`config.mk`:
```
export PLATFORM = sky130hd
export DESIGN_NAME = mke_sqrt
export DESIGN_NICKNAME = d
export VERILOG_FILES = /design/src/mke_pkg.sv /design/src/mke_sqrt.sv
export SDC_FILE = /design/constraint.sdc
export NUM_CORES = 2
export LEC_CHECK = 0
export BUFFER_PORTS_ARGS = -buffer_cell sky130_fd_sc_hd__buf_2
export CAP_MARGIN = 0
export CORE_ASPECT_RATIO = 1.1
export CORE_MARGIN = 4
export CORE_UTILIZATION = 40
export CTS_BUF_LIST = sky130_fd_sc_hd__clkbuf_4
export CTS_CLUSTER_SIZE = 8
export DETAILED_ROUTE_END_ITERATION = 6
export HOLD_SLACK_MARGIN = 0.12
export PLACE_DENSITY = 0.58
export SLEW_MARGIN = 20
export SYNTH_ARGS = -nofsm -noshare
export SYNTH_HDL_FRONTEND = slang
export SYNTH_SLANG_ARGS = --single-unit
```
`constraint.sdc`:
```
create_clock -name clk -period 4.7 [get_ports clk]
set_input_delay 0 -clock clk [delete_from_list [all_inputs] [get_ports clk]]
set_output_delay 0 -clock clk [all_outputs]
set_load 0.05 [all_outputs]
```
`src/mke_pkg.sv`:
```
// shared types, widths and constants of the matern kernel evaluator
package mke_pkg;

  localparam int DIST_FRAC_BITS_DEF = 16;

  localparam int DIST_W   = 32;
  localparam int TAU_W    = 24;
  localparam int ORDER_W  = 2;
  localparam int CFG_IDX_W = 2;
  localparam int CFG_DATA_W = 24;
  localparam int VALUE_W  = 32;

  // root width holds for every fraction width from 8 up
  localparam int X_W  = 28;
  localparam int S_W  = 30;
  localparam int A_W  = 22;
  localparam int A2_W = 28;
  localparam int E_W  = 33;
  localparam int Q_W  = 7;

  localparam logic [TAU_W-1:0] TAU_RESET = 24'd65536;

  localparam logic [25:0] SQRT3_Q24 = 26'd29058991;
  localparam logic [25:0] SQRT5_Q24 = 26'd37514995;
  localparam logic [15:0] LN2_Q16   = 16'd45426;
  localparam logic [16:0] LN2_RECIP = 17'd94548;         // floor(2^32 / ln2_q16)
  localparam logic [30:0] DIV3_RECIP32 = 31'd1431655765; // floor(2^32 / 3)
  localparam logic [32:0] DIV3_RECIP34 = 33'd5726623061; // floor(2^34 / 3)
  localparam logic [46:0] DIV3_SAT_LIMIT = 47'd6442450947; // 3 * (2^31 + 1)
  localparam logic [1:0]  DIV3 = 2'd3;
  localparam int EXP_TERMS = 12;
  localparam logic [Q_W-1:0] EXP_Q_MAX = 7'd33;

  // floor(2^32 / k) for the series terms
  localparam logic [31:0] EXP_RECIP [EXP_TERMS+1] = '{
    32'd0, 32'd0, 32'd2147483648, 32'd1431655765, 32'd1073741824,
    32'd858993459, 32'd715827882, 32'd613566756, 32'd536870912,
    32'd477218588, 32'd429496729, 32'd390451572, 32'd357913941
  };

  typedef enum logic [CFG_IDX_W-1:0] {
    CFG_TAU          = 2'd0,
    CFG_KERNEL_ORDER = 2'd1,
    CFG_DERIV_MODE   = 2'd2
  } mke_cfg_idx_t;

  typedef enum logic [ORDER_W-1:0] {
    ORDER_HALF         = 2'd0,
    ORDER_THREE_HALVES = 2'd1,
    ORDER_FIVE_HALVES  = 2'd2
  } mke_order_t;

  // per-element data that rides alongside the exponential unit
  typedef struct packed {
    logic            last;
    logic            big;
    logic [S_W-1:0]  s;
    logic [A_W-1:0]  a;
    logic [A2_W-1:0] a2;
  } mke_side_t;

endpackage

```
`src/mke_sqrt.sv`:
```
// pipelined bit-serial square root, one result bit per stage
module mke_sqrt #(
  parameter int DIST_FRAC_BITS = mke_pkg::DIST_FRAC_BITS_DEF
) (
  input  logic                     clk,
  input  logic                     rst_n,
  input  logic                     en,
  input  logic                     in_valid,
  input  logic [mke_pkg::DIST_W-1:0] in_dist,
  input  logic                     in_last,
  output logic                     out_valid,
  output logic [mke_pkg::X_W-1:0]  out_x,
  output logic                     out_last
);

  localparam int STEPS = 32;
  localparam int SHIFT = 32 - DIST_FRAC_BITS;

  logic [63:0] v_r   [STEPS-1];
  logic [63:0] res_r [STEPS];
  logic        vld_r [STEPS];
  logic        last_r [STEPS];

  for (genvar i = 0; i < STEPS; i++) begin : g_step
    localparam logic [63:0] BIT = 64'd1 << (62 - 2 * i);
    logic [63:0] v_in;
    logic [63:0] res_in;
    logic        vld_in;
    logic        last_in;
    logic [63:0] trial;
    logic        take;

    if (i == 0) begin : g_first
      assign v_in    = 64'(in_dist) << SHIFT;
      assign res_in  = '0;
      assign vld_in  = in_valid;
      assign last_in = in_last;
    end else begin : g_next
      assign v_in    = v_r[i-1];
      assign res_in  = res_r[i-1];
      assign vld_in  = vld_r[i-1];
      assign last_in = last_r[i-1];
    end

    assign trial = res_in + BIT;
    assign take  = (v_in >= trial);

    always_ff @(posedge clk) begin
      if (!rst_n) begin
        vld_r[i] <= 1'b0;
      end else if (en) begin
        vld_r[i] <= vld_in;
      end
    end

    always_ff @(posedge clk) begin
      if (en) begin
        last_r[i] <= last_in;
        res_r[i]  <= take ? ((res_in >> 1) + BIT) : (res_in >> 1);
      end
    end

    if (i < STEPS - 1) begin : g_rem
      always_ff @(posedge clk) begin
        if (en) begin
          v_r[i] <= take ? (v_in - trial) : v_in;
        end
      end
    end
  end

  assign out_valid = vld_r[STEPS-1];
  assign out_x     = res_r[STEPS-1][mke_pkg::X_W-1:0];
  assign out_last  = last_r[STEPS-1];

endmodule

```
== Word-level counts from Yosys, hierarchy flattened ==
Memory sizes are Yosys's and may differ from the RTL's.
Cells that the tools add are included.

* Add/subtract/negate cells: 93
* Magnitude comparators: 32
* Mux-type cells: 100
* Bitwise gates (word level): 32

{| class="wikitable"
|+ Operators by type and width
! operator !! number
|-
| two-way mux 64 bit || 62
|-
| >= comparator 64 bit || 31
|-
| subtractor 64 bit || 30
|-
| adder 63 x 1 -> 64 bit, second input constant || 1
|-
| adder 63 x 11 -> 64 bit, second input constant || 1
|-
| adder 63 x 13 -> 64 bit, second input constant || 1
|-
| adder 63 x 15 -> 64 bit, second input constant || 1
|-
| adder 63 x 17 -> 64 bit, second input constant || 1
|-
| adder 63 x 19 -> 64 bit, second input constant || 1
|-
| adder 63 x 21 -> 64 bit, second input constant || 1
|-
| adder 63 x 23 -> 64 bit, second input constant || 1
|-
| adder 63 x 25 -> 64 bit, second input constant || 1
|-
| adder 63 x 27 -> 64 bit, second input constant || 1
|-
| adder 63 x 29 -> 64 bit, second input constant || 1
|-
| adder 63 x 3 -> 64 bit, second input constant || 1
|-
| adder 63 x 31 -> 64 bit, second input constant || 1
|-
| adder 63 x 33 -> 64 bit, second input constant || 1
|-
| adder 63 x 35 -> 64 bit, second input constant || 1
|-
| adder 63 x 37 -> 64 bit, second input constant || 1
|-
| adder 63 x 39 -> 64 bit, second input constant || 1
|-
| adder 63 x 41 -> 64 bit, second input constant || 1
|-
| adder 63 x 43 -> 64 bit, second input constant || 1
|-
| adder 63 x 45 -> 64 bit, second input constant || 1
|-
| adder 63 x 47 -> 64 bit, second input constant || 1
|-
| other kinds (46) || 113
|}

* Bits in registers: 0
* RAM bits: 4096
* Input bits: 37
* Output and inout bits: 30
* Logic and storage cells: 261
* Memories: 4

{| class="wikitable"
|+ Memories
! memory !! words !! bits a word !! rd ports !! clocked after Yosys merged registers in !! wr ports !! line !! RTL
|-
| res_r || 32 || 64 || 32 || 0 || 32 || mke_sqrt.sv:20 || <nowiki>logic [63:0] res_r [STEPS];</nowiki>
|-
| v_r || 31 || 64 || 31 || 0 || 31 || mke_sqrt.sv:19 || <nowiki>logic [63:0] v_r [STEPS-1];</nowiki>
|-
| last_r || 32 || 1 || 32 || 0 || 32 || mke_sqrt.sv:22 || <nowiki>logic last_r [STEPS];</nowiki>
|-
| vld_r || 32 || 1 || 32 || 0 || 32 || mke_sqrt.sv:21 || <nowiki>logic vld_r [STEPS];</nowiki>
|}

== Longest topological paths before layout ==
* Word-level depth: 4
* Depth in mapped cells: 16
* Gate-level depth less buffers: 14

== Least setup slack after synthesis ==
No wires, ideal clock.

* Path kind: register to register
* From: memory v_r[17][42], in the netlist v_r[4][106]
* To: memory v_r[18][57], in the netlist v_r[4][185] (data pin)
* Library setup time: 0.261 ns
* Arrival: 3.584 ns
* Data required time: 4.439 ns
* Path slack: 0.856 ns
* Stages on the path, launching flop included: 12
* Buffers on the path: 2
* Clock period less this slack: 3.844 ns
* Cells stage by stage: edfxtp_1 -> or4_1 -> or3_1 -> or3_4 -> or3_1 -> clkbuf_1 -> or3_1 -> or4_1 -> buf_2 -> nor4bb_1 -> nor2b_1 -> xor2_1

{| class="wikitable"
|+ RTL lines
! what !! line
|-
| from (decl) || mke_sqrt.sv:19
|}

==> results.cfg <==
[placement]
dpl_cell_area_sq_um = 86300
place.gp.congestion = 0.892
hpwl_mm = 122
placed_cells = 9155
post-place-ws_ns = 0.409
io_buffers = 62

[global_route]
grt_antenna_before_repair = 2
grt_pass1_vias = 53800
grtUsageTotal_pct = 15.9
grt_pass1_wl_mm = 272
grt.overflow.total = 0
grt_max_degree = 180

[clocking]
ctsResizeCount = 0
cts_tree = yes
htree_levels = 5
clk_latency_ns = 1.38
cts_setup_buffers = 0
cts-root-buf = clkbuf_4
cts_buffer_depth = 4
clock-sinks = 1751
clk_pin_slew_ns = 0.07
cts_buffers = 449

[routing]
avgRoutedWirePerCell_um = 16.9
drt_wl_total_mm = 170
via_per_inst = 5.13
vias = 51400
route.detailed.drc = 0
drt_iter0_markers = 2633
dr.pass1.iters = 6
detail-route-antenna-nets = 0

[critical_path]
crit_type = reg2reg
path_max_fanout = 27
startpoint_type = flop
endpoint_kind = flop
cp.arrival_ns = 5.21
worstPathRequired_ns = 5.61

[floorplan]
dieWidth_um = 441
io_pins = 67
start_util_pct = 40.3
dieArea_sq_um = 213000
die-height_um = 484
rows = 174
core-area_sq_um = 205000

[finish]
fill_cells = 18700
mostFrequentLayoutCells = 1750 x edfxtp_1, 626 x clkbuf_4, 455 x xor2_1, 434 x nand2_1, 402 x nor2_1
drive_gt1_share_pct = 12.3
areaGrowthSynthToFinish_pct = 12.7
nets = 7345
final_cell_area_sq_um = 92800
mostFrequentLayoutCell = edfxtp_1
final_util_pct = 45.4
final_cells = 10000

[timing]
fin_skew_ns = 0.216
maxSlewHeadroom_pct = 31.2
rsz0062_at_grt = no
timing.fmax_mhz = 233
worst_hold_slack_ns = 0.355
slew_violations = 0
fin_setup_tns_ns = 0
setup_slack_ns = 0.400
period_needed_ns = 4.30
fin_crit_sh_pct = 91.5
finalSetupViolCount = 0
tightest_slew_ns = 1.03
finalHoldViolCount = 0

[synth]
synth_top_area_cell = edfxtp_1
synthDominantCellAreaShare_pct = 63.8
yosysSeqAreaShare_pct = 63.8
synth_cells = 6420
synthFlopType = edfxtp_1
syn_avg_cell_area_sq_um = 12.8
yosysWarnings = 0
ys_types = 83
ys_top_cells_by_area = edfxtp_1 64%, xor2_1 4.8%, ha_1 4.7%
synth_edf_count = 1750
ys_seq_elements = 1751
synth_area_sq_um = 82400
synthArstFlopShare_pct = 0

[power_and_ir_drop]
peakVddDrop_mv = 0.259
power.density_nw_per_um2 = 409
design_power_total_mw = 38.0
p_leak_nw = 34.4

[run]
drv_cap = 0

[run_status]
status = complete, no violations

[hold_path]
worstHoldPathType = reg2reg
==> cell families after synthesis <==
kind of cell	after synthesis	share of synthesized area, %
AND/OR/NAND/NOR	1999	12.6
flip-flops	1751	63.8
AO/OA/AOI/OAI	1027	7.68
XOR/XNOR	758	8.06
buffers and inverters	527	2.46
adder cells (fa/ha/maj)	319	4.91
multiplexers	38	0.507
other	1	0.00455
==> area by class of cell <==
type	count	area (sq um)	area share, %
inverter	393	1480	1.59
multi-input combinational	4145	27900	30.0
timing repair buffer	249	2170	2.34
clock buffer	626	4700	5.06
antenna	14	35.0	0.0377
tap	2728	3410	3.68
clock inverter	121	619	0.667
sequential	1751	52600	56.6
==> cells in the mapped netlist (98+ instances only) <==
master    number
edfxtp_1    1750
xor2_1       455
nand2_1      434
nor2_1       402
inv_1        390
o21ai_0      325
ha_1         312
xnor2_1      303
a21oi_1      281
nor3_1       254
nor4_1       178
or3_1        114
or4_1        108
clkbuf_1     105
nand3_1       98
==> report_power, final <==
group / internal [mW] / switching (mW)
sequential: 19.1 / 1.08
clock: 6.35 / 5.80
combinational: 2.33 / 3.32
total: 27.8 / 10.2
==> state kept, by name (all words and copies together), names as in the netlist <==
signal	cells
vld_r	32
last_r	32
res_r	300
v_r	1387
==> worst max-delay path, stage by stage (launching register included) <==
cell and delay [ns]:
edfxtp_1 0.44, or4_1 0.57, or4_1 0.44, or4_1 0.46, or4_1 0.60, or3_1 0.41
a21oi_2 0.14, inv_2 0.22, nand4b_2 0.35, nor4_1 0.10, xor2_1 0.15
==> path summary, 6_finish.rpt <==
kind	endpoint	start	slack (ns)	cells after the start
worst max-delay path	v_r[7][49]	v_r[6][233]	0.40	10
worst min-delay path	v_r[1][211]	v_r[1][147]	0.36	0
worst max register to register	v_r[7][49]	v_r[6][233]	0.40	10
worst min register to register	v_r[1][211]	v_r[1][147]	0.36	0
==> layer usage <==
layer  wire length [um]  GRT usage [%]
met5                  0              0
met3               6640           2.97
met1              61400           15.8
met4               7650           8.24
met2              94200           30.7
==> timing repair <==
action / 4_1_cts / 5_1_grt
hold buffers: 111 / 0
setup endpoints to repair: 0 / 0
hold endpoints to repair: 1815 / 0
No activity file was read; power rests on OpenSTA's default activity.
